`config.mk`:
```
export PLATFORM = sky130hd
export DESIGN_NAME = flux_stream_decoder_clock_detect_core_flat
export DESIGN_NICKNAME = d
export VERILOG_FILES = /design/src/rtl/fsd_pkg.sv /design/src/rtl/fsd_if.sv /design/src/rtl/fsd_datapath.sv /design/src/rtl/fsd_ctrl.sv /design/src/rtl/flux_stream_decoder_clock_detect_core.sv /design/src/flat_wrapper.sv
export SDC_FILE = /design/constraint.sdc
export NUM_CORES = 2
export LEC_CHECK = 0
export BUFFER_PORTS_ARGS = -buffer_cell sky130_fd_sc_hd__buf_2
export CAP_MARGIN = 5
export CORE_MARGIN = 2
export CORE_UTILIZATION = 38
export CTS_CLUSTER_DIAMETER = 40
export DETAILED_ROUTE_END_ITERATION = 10
export GPL_TIMING_DRIVEN = 0
export PLACE_DENSITY = 0.6
export SKIP_CTS_REPAIR_TIMING = 1
export SLEW_MARGIN = 20
export SYNTH_ARGS = -nofsm -noshare
export SYNTH_HDL_FRONTEND = slang
export SYNTH_SLANG_ARGS = --single-unit
```
`constraint.sdc`:
```
create_clock -name clock -period 14.6 [get_ports clock]
set_input_delay 1.46 -clock clock [delete_from_list [all_inputs] [get_ports clock]]
set_output_delay 1.46 -clock clock [all_outputs]
set_load 0.05 [all_outputs]
```
`src/rtl/fsd_pkg.sv`:
```
// Shared types, result codes and clock-try tables for the flux stream decoder.
package fsd_pkg;

   // Result kind codes
   localparam logic [2:0] RK_FLUX   = 3'd0;
   localparam logic [2:0] RK_REV    = 3'd1;
   localparam logic [2:0] RK_TRACK  = 3'd2;
   localparam logic [2:0] RK_FOUND  = 3'd3;
   localparam logic [2:0] RK_FAILED = 3'd4;

   // Configuration register indexes
   localparam int unsigned CSR_IDX_BITS = 2;
   localparam logic [CSR_IDX_BITS-1:0] CSR_RPM_LOW  = 2'd0;
   localparam logic [CSR_IDX_BITS-1:0] CSR_RPM_HIGH = 2'd1;

   localparam int unsigned RPM_BITS  = 10;
   localparam int unsigned TICK_BITS = 6;
   localparam int unsigned FLUX_BITS = 38;
   localparam int unsigned CAND_BITS = 33;

   localparam logic [RPM_BITS-1:0] RPM_LOW_RESET  = 10'd285;
   localparam logic [RPM_BITS-1:0] RPM_HIGH_RESET = 10'd380;

   localparam logic [7:0] BYTE_CARRY = 8'h7f;

   // Index of the last sample clock tried, in order 25, 50, 100 MHz
   localparam logic [1:0] TRY_LAST = 2'd2;

   typedef enum logic [1:0] {
      OUT_FLUX,
      OUT_REV,
      OUT_TRACK,
      OUT_CLOCK
   } out_sel_type;

   typedef struct packed {
      logic        take;        // req ready
      logic        meas_add;    // add byte to measure count
      logic        flux_add;    // add byte to flux count
      logic        flux_clear;  // clear flux count
      logic        mul;         // form the limit products
      logic [1:0]  try_sel;     // clock under test
      logic        det_set;     // record detection result
      logic        meas_finish; // commit tick, clear measure state
      logic        out_load;    // load result register
      out_sel_type out_sel;
      logic        out_last;
   } fsd_cmd_type;

   typedef struct packed {
      logic req_valid;
      logic req_kind;
      logic req_b7;
      logic req_last;
      logic item_b7;
      logic item_carry;
      logic item_last;
      logic tick_known;
      logic try_hit;
      logic out_free;
   } fsd_status_type;

   // 60e6 times the sample clock in MHz for each try
   function automatic logic [CAND_BITS-1:0] try_cand(logic [1:0] sel);
      logic [CAND_BITS-1:0] c;
      case (sel)
         2'd0:    c = 33'd1_500_000_000;
         2'd1:    c = 33'd3_000_000_000;
         default: c = 33'd6_000_000_000;
      endcase
      return c;
   endfunction

   // Tick period in ns for each try
   function automatic logic [TICK_BITS-1:0] try_tick(logic [1:0] sel);
      logic [TICK_BITS-1:0] t;
      case (sel)
         2'd0:    t = 6'd40;
         2'd1:    t = 6'd20;
         default: t = 6'd10;
      endcase
      return t;
   endfunction

endpackage

```
`src/rtl/fsd_if.sv`:
```
// Valid/ready channel interfaces for byte input, results and register writes.
interface fsd_req_if;
   logic       valid;
   logic       ready;
   logic       kind;
   logic [7:0] data_byte;
   logic       track_last;

   modport source (output valid, output kind, output data_byte, output track_last,
                   input ready);
   modport sink (input valid, input kind, input data_byte, input track_last,
                 output ready);
endinterface

interface fsd_rsp_if;
   logic        valid;
   logic        ready;
   logic [2:0]  result_kind;
   logic [37:0] flux_ns;
   logic [5:0]  tick_period;
   logic        last_of_run;

   modport source (output valid, output result_kind, output flux_ns,
                   output tick_period, output last_of_run, input ready);
   modport sink (input valid, input result_kind, input flux_ns,
                 input tick_period, input last_of_run, output ready);
endinterface

interface fsd_csr_if;
   logic       valid;
   logic       ready;
   logic [1:0] index;
   logic [9:0] data;

   modport source (output valid, output index, output data, input ready);
   modport sink (input valid, input index, input data, output ready);
endinterface

```
`src/rtl/fsd_datapath.sv`:
```
// Counters, limit products, clock compare and result register of the decoder.
module fsd_datapath
   import fsd_pkg::*;
#(
   parameter int unsigned COUNT_BITS = 32
) (
   input  logic           clock,
   input  logic           reset,
   fsd_req_if.sink        req_bus,
   fsd_rsp_if.source      rsp_bus,
   fsd_csr_if.sink        csr_bus,
   input  fsd_cmd_type    cmd,
   output fsd_status_type status
);

   localparam int unsigned PROD_BITS = COUNT_BITS + RPM_BITS + 1;
   localparam int unsigned CMP_BITS  = (PROD_BITS > CAND_BITS) ? PROD_BITS : CAND_BITS;
   localparam int unsigned FPROD_BITS = COUNT_BITS + TICK_BITS;
   localparam int unsigned FW = (FPROD_BITS > FLUX_BITS) ? FPROD_BITS : FLUX_BITS;

   logic [RPM_BITS-1:0]   rpm_low_ff, rpm_low_in;
   logic [RPM_BITS-1:0]   rpm_high_ff, rpm_high_in;
   logic [TICK_BITS-1:0]  tick_ff, tick_in;
   logic [TICK_BITS-1:0]  det_tick_ff, det_tick_in;
   logic [COUNT_BITS-1:0] meas_ff, meas_in;
   logic                  closed_ff, closed_in;
   logic [COUNT_BITS-1:0] flux_ff, flux_in;
   logic                  rsp_valid_ff, rsp_valid_in;

   logic                  item_b7_ff, item_b7_in;
   logic                  item_carry_ff, item_carry_in;
   logic                  item_last_ff, item_last_in;
   logic [PROD_BITS-1:0]  prod_lo_ff, prod_lo_in;
   logic [PROD_BITS-1:0]  prod_hi_ff, prod_hi_in;
   logic [2:0]            rsp_kind_ff, rsp_kind_in;
   logic [FLUX_BITS-1:0]  rsp_flux_ff, rsp_flux_in;
   logic [TICK_BITS-1:0]  rsp_tick_ff, rsp_tick_in;
   logic                  rsp_last_ff, rsp_last_in;

   logic                  accept;
   logic                  out_free;
   logic [COUNT_BITS:0]   meas_sum;
   logic [COUNT_BITS:0]   flux_sum;
   logic [CMP_BITS-1:0]   cand;
   logic                  hit;
   logic [FW-1:0]         fprod;

   assign accept   = req_bus.valid && cmd.take;
   assign out_free = !rsp_valid_ff || rsp_bus.ready;

   assign req_bus.ready = cmd.take;
   assign csr_bus.ready = 1'b1;

   assign rsp_bus.valid       = rsp_valid_ff;
   assign rsp_bus.result_kind = rsp_kind_ff;
   assign rsp_bus.flux_ns     = rsp_flux_ff;
   assign rsp_bus.tick_period = rsp_tick_ff;
   assign rsp_bus.last_of_run = rsp_last_ff;

   // Saturating sums of the incoming byte
   assign meas_sum = {1'b0, meas_ff} + {{(COUNT_BITS - 6){1'b0}}, req_bus.data_byte[6:0]};
   assign flux_sum = {1'b0, flux_ff} + {{(COUNT_BITS - 7){1'b0}}, req_bus.data_byte};

   // Test the selected clock against the speed limits
   assign cand = CMP_BITS'(try_cand(cmd.try_sel));
   assign hit  = (cand >= CMP_BITS'(prod_lo_ff)) && (cand < CMP_BITS'(prod_hi_ff));

   // Interval in ns, kept to the result width
   assign fprod = FW'(flux_ff) * FW'(tick_ff);

   always_comb begin
      status.req_valid  = req_bus.valid;
      status.req_kind   = req_bus.kind;
      status.req_b7     = req_bus.data_byte[7];
      status.req_last   = req_bus.track_last;
      status.item_b7    = item_b7_ff;
      status.item_carry = item_carry_ff;
      status.item_last  = item_last_ff;
      status.tick_known = (tick_ff != '0);
      status.try_hit    = hit;
      status.out_free   = out_free;
   end

   // Next state of control registers
   always_comb begin
      rpm_low_in  = rpm_low_ff;
      rpm_high_in = rpm_high_ff;
      if (csr_bus.valid) begin
         unique case (csr_bus.index)
            CSR_RPM_LOW:  rpm_low_in  = csr_bus.data;
            CSR_RPM_HIGH: rpm_high_in = csr_bus.data;
            default: ;
         endcase
      end

      meas_in   = meas_ff;
      closed_in = closed_ff;
      if (accept && cmd.meas_add && !closed_ff) begin
         meas_in = meas_sum[COUNT_BITS] ? '1 : meas_sum[COUNT_BITS-1:0];
         if (req_bus.data_byte[7]) begin
            closed_in = 1'b1;
         end
      end

      tick_in = tick_ff;
      if (cmd.meas_finish) begin
         tick_in   = det_tick_ff;
         meas_in   = '0;
         closed_in = 1'b0;
      end

      det_tick_in = det_tick_ff;
      if (cmd.det_set) begin
         det_tick_in = hit ? try_tick(cmd.try_sel) : '0;
      end

      flux_in = flux_ff;
      if (accept && cmd.flux_add) begin
         flux_in = flux_sum[COUNT_BITS] ? '1 : flux_sum[COUNT_BITS-1:0];
      end else if (cmd.flux_clear) begin
         flux_in = '0;
      end

      rsp_valid_in = rsp_valid_ff;
      if (cmd.out_load) begin
         rsp_valid_in = 1'b1;
      end else if (rsp_bus.ready) begin
         rsp_valid_in = 1'b0;
      end
   end

   // Next state of payload registers
   always_comb begin
      item_b7_in    = item_b7_ff;
      item_carry_in = item_carry_ff;
      item_last_in  = item_last_ff;
      if (accept) begin
         item_b7_in    = req_bus.data_byte[7];
         item_carry_in = (req_bus.data_byte == BYTE_CARRY);
         item_last_in  = req_bus.track_last;
      end

      prod_lo_in = prod_lo_ff;
      prod_hi_in = prod_hi_ff;
      if (cmd.mul) begin
         prod_lo_in = PROD_BITS'(rpm_low_ff) * PROD_BITS'(meas_ff);
         prod_hi_in = (PROD_BITS'(rpm_high_ff) + PROD_BITS'(1)) * PROD_BITS'(meas_ff);
      end

      rsp_kind_in = rsp_kind_ff;
      rsp_flux_in = rsp_flux_ff;
      rsp_tick_in = rsp_tick_ff;
      rsp_last_in = rsp_last_ff;
      if (cmd.out_load) begin
         rsp_flux_in = '0;
         rsp_tick_in = '0;
         rsp_last_in = cmd.out_last;
         case (cmd.out_sel)
            OUT_FLUX: begin
               rsp_kind_in = RK_FLUX;
               rsp_flux_in = fprod[FLUX_BITS-1:0];
            end
            OUT_REV: begin
               rsp_kind_in = RK_REV;
            end
            OUT_TRACK: begin
               rsp_kind_in = RK_TRACK;
            end
            default: begin
               rsp_kind_in = (det_tick_ff != '0) ? RK_FOUND : RK_FAILED;
               rsp_tick_in = det_tick_ff;
            end
         endcase
      end
   end

   // Hold control registers
   always_ff @(posedge clock) begin
      if (reset) begin
         rpm_low_ff   <= RPM_LOW_RESET;
         rpm_high_ff  <= RPM_HIGH_RESET;
         tick_ff      <= '0;
         det_tick_ff  <= '0;
         meas_ff      <= '0;
         closed_ff    <= 1'b0;
         flux_ff      <= '0;
         rsp_valid_ff <= 1'b0;
      end else begin
         rpm_low_ff   <= rpm_low_in;
         rpm_high_ff  <= rpm_high_in;
         tick_ff      <= tick_in;
         det_tick_ff  <= det_tick_in;
         meas_ff      <= meas_in;
         closed_ff    <= closed_in;
         flux_ff      <= flux_in;
         rsp_valid_ff <= rsp_valid_in;
      end
   end

   // Hold payload registers
   always_ff @(posedge clock) begin
      item_b7_ff    <= item_b7_in;
      item_carry_ff <= item_carry_in;
      item_last_ff  <= item_last_in;
      prod_lo_ff    <= prod_lo_in;
      prod_hi_ff    <= prod_hi_in;
      rsp_kind_ff   <= rsp_kind_in;
      rsp_flux_ff   <= rsp_flux_in;
      rsp_tick_ff   <= rsp_tick_in;
      rsp_last_ff   <= rsp_last_in;
   end

endmodule

```
`src/rtl/fsd_ctrl.sv`:
```
// Sequencer for byte intake, result emission and sample clock detection.
module fsd_ctrl
   import fsd_pkg::*;
(
   input  logic           clock,
   input  logic           reset,
   input  fsd_status_type status,
   output fsd_cmd_type    cmd
);

   typedef enum logic [2:0] {
      ST_IDLE,
      ST_DEC,
      ST_TRACK,
      ST_MUL,
      ST_CMP,
      ST_CLOCK
   } state_type;

   state_type  state_ff, state_in;
   logic [1:0] try_ff, try_in;

   always_comb begin
      state_in = state_ff;
      try_in   = try_ff;
      cmd      = '0;
      cmd.out_sel = OUT_FLUX;
      cmd.try_sel = try_ff;

      unique case (state_ff)
         ST_IDLE: begin
            cmd.take = 1'b1;
            if (status.req_valid) begin
               if (status.req_kind) begin
                  cmd.flux_add = !status.req_b7;
                  state_in = ST_DEC;
               end else if (!status.tick_known) begin
                  cmd.meas_add = 1'b1;
                  if (status.req_last) begin
                     state_in = ST_MUL;
                  end
               end
            end
         end
         // Emit the result of the decode byte itself, unless it is a carry byte
         ST_DEC: begin
            if (status.item_b7 || !status.item_carry) begin
               if (status.out_free) begin
                  cmd.out_load   = 1'b1;
                  cmd.out_last   = !status.item_last;
                  cmd.out_sel    = status.item_b7 ? OUT_REV : OUT_FLUX;
                  cmd.flux_clear = !status.item_b7;
                  state_in = status.item_last ? ST_TRACK : ST_IDLE;
               end
            end else begin
               state_in = status.item_last ? ST_TRACK : ST_IDLE;
            end
         end
         // Drop any carried count and mark the track end
         ST_TRACK: begin
            if (status.out_free) begin
               cmd.out_load   = 1'b1;
               cmd.out_last   = 1'b1;
               cmd.out_sel    = OUT_TRACK;
               cmd.flux_clear = 1'b1;
               state_in = ST_IDLE;
            end
         end
         ST_MUL: begin
            cmd.mul = 1'b1;
            try_in  = '0;
            state_in = ST_CMP;
         end
         // Advance through the candidate clocks until one fits or the last has been tried
         ST_CMP: begin
            if (status.try_hit || try_ff == TRY_LAST) begin
               cmd.det_set = 1'b1;
               state_in = ST_CLOCK;
            end else begin
               try_in = try_ff + 2'd1;
            end
         end
         ST_CLOCK: begin
            if (status.out_free) begin
               cmd.out_load    = 1'b1;
               cmd.out_last    = 1'b1;
               cmd.out_sel     = OUT_CLOCK;
               cmd.meas_finish = 1'b1;
               state_in = ST_IDLE;
            end
         end
         default: state_in = ST_IDLE;
      endcase
   end

   always_ff @(posedge clock) begin
      if (reset) begin
         state_ff <= ST_IDLE;
         try_ff   <= '0;
      end else begin
         state_ff <= state_in;
         try_ff   <= try_in;
      end
   end

endmodule

```
`src/rtl/flux_stream_decoder_clock_detect_core.sv`:
```
// Decode pass byte: taken in idle, result loaded from the decode state, plus the track state at
// track end; no new byte is taken before the last is through. Measure pass byte: taken in idle;
// with no tick known, the track's last byte runs the detect sequence (multiply, the clock
// compares in the shared comparator, result load). Output waits in a result register, and a
// stalled result holds the sequencer in its emit state. Reset (synchronous, active high) clears
// tick period, both counts and limits to 285/380 rpm. No clearing pass is needed after reset.
module flux_stream_decoder_clock_detect_core
   import fsd_pkg::*;
#(
   parameter int unsigned COUNT_BITS = 32
) (
   input  logic      clock,
   input  logic      reset,
   fsd_req_if.sink   req_bus,
   fsd_rsp_if.source rsp_bus,
   fsd_csr_if.sink   csr_bus
);

   fsd_cmd_type    cmd;
   fsd_status_type status;

   fsd_ctrl u_ctrl (
      .clock  (clock),
      .reset  (reset),
      .status (status),
      .cmd    (cmd)
   );

   fsd_datapath #(
      .COUNT_BITS (COUNT_BITS)
   ) u_datapath (
      .clock   (clock),
      .reset   (reset),
      .req_bus (req_bus),
      .rsp_bus (rsp_bus),
      .csr_bus (csr_bus),
      .cmd     (cmd),
      .status  (status)
   );

endmodule
```
`src/flat_wrapper.sv`:
```
// flat-port wrapper written by rule: the top's interface ports become plain ports
module flux_stream_decoder_clock_detect_core_flat import fsd_pkg::*;
#(
   parameter int unsigned COUNT_BITS = 32
)
  (clock, reset, req_bus_valid, req_bus_kind, req_bus_data_byte, req_bus_track_last, req_bus_ready, rsp_bus_valid, rsp_bus_result_kind, rsp_bus_flux_ns, rsp_bus_tick_period, rsp_bus_last_of_run, rsp_bus_ready, csr_bus_valid, csr_bus_index, csr_bus_data, csr_bus_ready);
  fsd_req_if req_bus_i ();
  fsd_rsp_if rsp_bus_i ();
  fsd_csr_if csr_bus_i ();
  input  logic clock;
  input  logic reset;
  input wire logic [$bits(req_bus_i.valid)-1:0] req_bus_valid;
  input wire logic [$bits(req_bus_i.kind)-1:0] req_bus_kind;
  input wire logic [$bits(req_bus_i.data_byte)-1:0] req_bus_data_byte;
  input wire logic [$bits(req_bus_i.track_last)-1:0] req_bus_track_last;
  output wire logic [$bits(req_bus_i.ready)-1:0] req_bus_ready;
  output wire logic [$bits(rsp_bus_i.valid)-1:0] rsp_bus_valid;
  output wire logic [$bits(rsp_bus_i.result_kind)-1:0] rsp_bus_result_kind;
  output wire logic [$bits(rsp_bus_i.flux_ns)-1:0] rsp_bus_flux_ns;
  output wire logic [$bits(rsp_bus_i.tick_period)-1:0] rsp_bus_tick_period;
  output wire logic [$bits(rsp_bus_i.last_of_run)-1:0] rsp_bus_last_of_run;
  input wire logic [$bits(rsp_bus_i.ready)-1:0] rsp_bus_ready;
  input wire logic [$bits(csr_bus_i.valid)-1:0] csr_bus_valid;
  input wire logic [$bits(csr_bus_i.index)-1:0] csr_bus_index;
  input wire logic [$bits(csr_bus_i.data)-1:0] csr_bus_data;
  output wire logic [$bits(csr_bus_i.ready)-1:0] csr_bus_ready;
  assign req_bus_i.valid = req_bus_valid;
  assign req_bus_i.kind = req_bus_kind;
  assign req_bus_i.data_byte = req_bus_data_byte;
  assign req_bus_i.track_last = req_bus_track_last;
  assign req_bus_ready = req_bus_i.ready;
  assign rsp_bus_valid = rsp_bus_i.valid;
  assign rsp_bus_result_kind = rsp_bus_i.result_kind;
  assign rsp_bus_flux_ns = rsp_bus_i.flux_ns;
  assign rsp_bus_tick_period = rsp_bus_i.tick_period;
  assign rsp_bus_last_of_run = rsp_bus_i.last_of_run;
  assign rsp_bus_i.ready = rsp_bus_ready;
  assign csr_bus_i.valid = csr_bus_valid;
  assign csr_bus_i.index = csr_bus_index;
  assign csr_bus_i.data = csr_bus_data;
  assign csr_bus_ready = csr_bus_i.ready;
  flux_stream_decoder_clock_detect_core #(.COUNT_BITS(COUNT_BITS)) u_core (.clock(clock), .reset(reset), .req_bus(req_bus_i), .rsp_bus(rsp_bus_i), .csr_bus(csr_bus_i));
endmodule
```
==> reports/qor.txt <==
status -> finished clean
die area -> 97300 sq um
fin crit period -> 8387 ps
critical path class -> flip-flop to flip-flop
worst skew pair latency -> 600 ps
Setup crit start kind -> flip-flop
Ys Warns -> 0
Syn Inst Count -> 3932
Final Setup Violations -> 0
global-route wire length before repair -> 160600 um
GRT Util Overall -> 21.07%
register area share after synthesis -> 16.59%
chip height -> 311.9 um
synth unique cells -> 86
max_cap viols -> 0
Initial Util -> 38.49%
Post-Route WL -> 100600 um
Syn Area/Cell -> 9.163 sq um
ys async rst share -> 0%
Final Hold Fails -> 0
hpwl dp -> 81610 um
clk sinks -> 232
final cell count without fillers -> 5369
synthesis-to-finish area growth -> 10.52%
Overflow after GRT -> 0
Via density -> 5.203
PD cells -> 80.38 nW/um^2
Clock Tree Buf Depth -> 3
Max Slew Vio Count -> 0
Hold Crit Class -> flip-flop to flip-flop
Worst-path clk slew -> 60 ps
Data required, critical path -> 14920 ps
number of placed I/O pins -> 78
Max transition margin -> 20.76%
setup TNS -> 0 ps
commonest non-fill, non-tap cell in the layout -> inv_1
vias in the first global route -> 28290
most frequent cells in the layout -> inv_1 (610), fa_1 (600), nand2_1 (564)
1st-iter DRT viols -> 2067
unrepaired setup endpoints after global routing -> false
Most used DFF post-synth -> edfxtp_1
num rows -> 112
nets@finish -> 4986
peak supply drop -> 104.4 uV
measured slew at the worst slew-check pin -> 1180 ps
largest net degree at the start of global routing -> 28
core area -> 93610 sq um
Worst Skew -> 22.98 ps
Via Count -> 27940
Yosys reg bits -> 232
maximum clock rate -> 119.2 MHz
Synth Cell Area -> 36030 sq um
CTS tree -> built
cts bufs inserted -> 48
Placed Cells incl. Taps -> 5273
DRC -> 0
DR pass1 iterations -> 5
WL/cell -> 18.73 um
Worst Slack Setup Final -> 6213 ps
Worst Setup SP -> u_core.u_datapath.rpm_high_ff[0]
Routed Antenna Nets -> 0
Worst R2R Start -> u_core.u_datapath.rpm_high_ff[0]
worst-path maximum fanout -> 10
Final Cycle Share -> 57.44%
RePlAce Congestion -> 0.9114
die width -> 311.9 um
HP Start -> u_core.u_datapath.rpm_high_ff[9]
pre-CTS WS -> 6406 ps
Static Leakage -> 18.86 nW
Finished Core Util -> 42.54%
Post-synth EDFFs -> 133
initial antenna violation count -> 9
CP endpoint kind -> flip-flop
Port Buffers -> 74
H-tree lvl count -> 2
share of layout cells above drive strength 1 -> 5.355%
Critical Path AT -> 8710 ps
root buffer cell -> clkbuf_16
-- cell families after synthesis --
family                   Yosys count  share of synthesized area [%]
AND/OR/NAND/NOR                 1348                          18.43
adder cells (fa/ha/maj)          890                          43.41
buffers and inverters            809                          8.518
AO/OA/AOI/OAI                    508                          9.505
flip-flops                       232                          16.59
XOR/XNOR                         129                          3.136
multiplexers                      14                         0.3959
other                              2                        0.02084
-- cell usage after synthesis, types with 37 or more instances --
| library cell | count | area share (%) |
|---|---|---|
| nand2_1 | 564 | 5.9 |
| dfxtp_1 | 99 | 5.5 |
| nor3_1 | 48 | 0.67 |
| ha_1 | 290 | 10 |
| edfxtp_1 | 133 | 11 |
| xor2_1 | 44 | 1.1 |
| a21o_1 | 72 | 1.5 |
| and2_1 | 323 | 5.6 |
| fa_1 | 600 | 33 |
| nand3_1 | 60 | 0.83 |
| nand2b_1 | 38 | 0.66 |
| inv_1 | 610 | 6.4 |
| nor2b_1 | 37 | 0.64 |
| clkbuf_1 | 182 | 1.9 |
| nor2_1 | 146 | 1.5 |
| xnor2_1 | 85 | 2.1 |
| a21oi_1 | 149 | 2.1 |
| o21ai_0 | 82 | 1.1 |
-- stage by stage --
stage / power, mW / area (sq um) / hold slack [ps]
finish: 3.201 / 39820 / 499.9
global route: 3.407 / 39810 / 528.0
CTS: 3.236 / 39800 / 491.3
detailed placement: 2.060 / 38100 / 485.0
global placement: 2.041 / 37970 / 470.0
floorplan: 1.749 / 36030 / 457.3
-- path summary, 6_finish.rpt --
check / slack, ps / cells after the start / end
worst min register to register: 500 / 2 / u_core.u_datapath.rpm_high_ff[9]
worst max register to register: 6210 / 23 / u_core.u_datapath.prod_hi_ff[42]
worst min-delay path: 500 / 2 / u_core.u_datapath.rpm_high_ff[9]
worst max-delay path: 6210 / 23 / u_core.u_datapath.prod_hi_ff[42]
-- registers in the layout (all words and copies together), names as in the netlist --
signal                                 cells
u_core.u_ctrl.state_ff                     3
u_core.u_ctrl.try_ff                       2
u_core.u_datapath.closed_ff                1
u_core.u_datapath.det_tick_ff              4
u_core.u_datapath.flux_ff                 32
u_core.u_datapath.item_b7_ff               1
u_core.u_datapath.item_carry_ff            1
u_core.u_datapath.item_last_ff             1
u_core.u_datapath.meas_ff                 32
u_core.u_datapath.prod_hi_ff              43
u_core.u_datapath.prod_lo_ff              42
u_core.u_datapath.rpm_high_ff             10
u_core.u_datapath.rpm_low_ff              10
u_core.u_datapath.rsp_bus.flux_ns         37
u_core.u_datapath.rsp_bus.last_of_run      1
u_core.u_datapath.rsp_bus.result_kind      3
u_core.u_datapath.rsp_bus.tick_period      4
u_core.u_datapath.rsp_bus.valid            1
u_core.u_datapath.tick_ff                  4
-- per-layer routing --
layer | up-vias | track usage [%] | routed length [um]
met3 | 165 | 3.900 | 7094
met5 | - | 0 | 0
met2 | 806 | 33.72 | 45880
li1 | 12870 | - | -
met1 | 14100 | 28.99 | 44290
met4 | 0 | 6.490 | 3289
-- worst max-delay path: stages (launching register included) --
cell and delay, ps:
dfxtp_1 540, ha_1 270, nand3_1 110, xnor2_1 860, clkbuf_1 480, nand2_1 170
fa_1 550, fa_1 530, inv_1 50, fa_1 490, fa_1 560, inv_1 60
fa_1 540, inv_1 40, ha_1 350, and3_1 280, and2_0 180, a221oi_1 620
nand4b_1 210, a31oi_2 350, o21ai_1 170, a21o_1 200, nand3_1 70, or4b_1 440
-- where the power goes --
group	total (mW)	switching, mW	internal [mW]
clock	1.15	0.402	0.752
combinational	1.17	0.804	0.370
sequential	0.873	0.0444	0.829
total	3.20	1.25	1.95
-- cell type report --
class / instances / area (sq um)
Antenna cell: 7 / 17.52
Buffer: 199 / 779.5
Clock buffer: 55 / 1301
Clock inverter: 34 / 406.6
Fill cell: 9327 / 53790
Inverter: 610 / 2290
Multi-Input combinational cell: 2892 / 27000
Sequential cell: 232 / 5976
Tap cell: 1254 / 1569
Timing Repair Buffer: 86 / 476.7
Note: power is estimated with default switching activity, not from simulation.
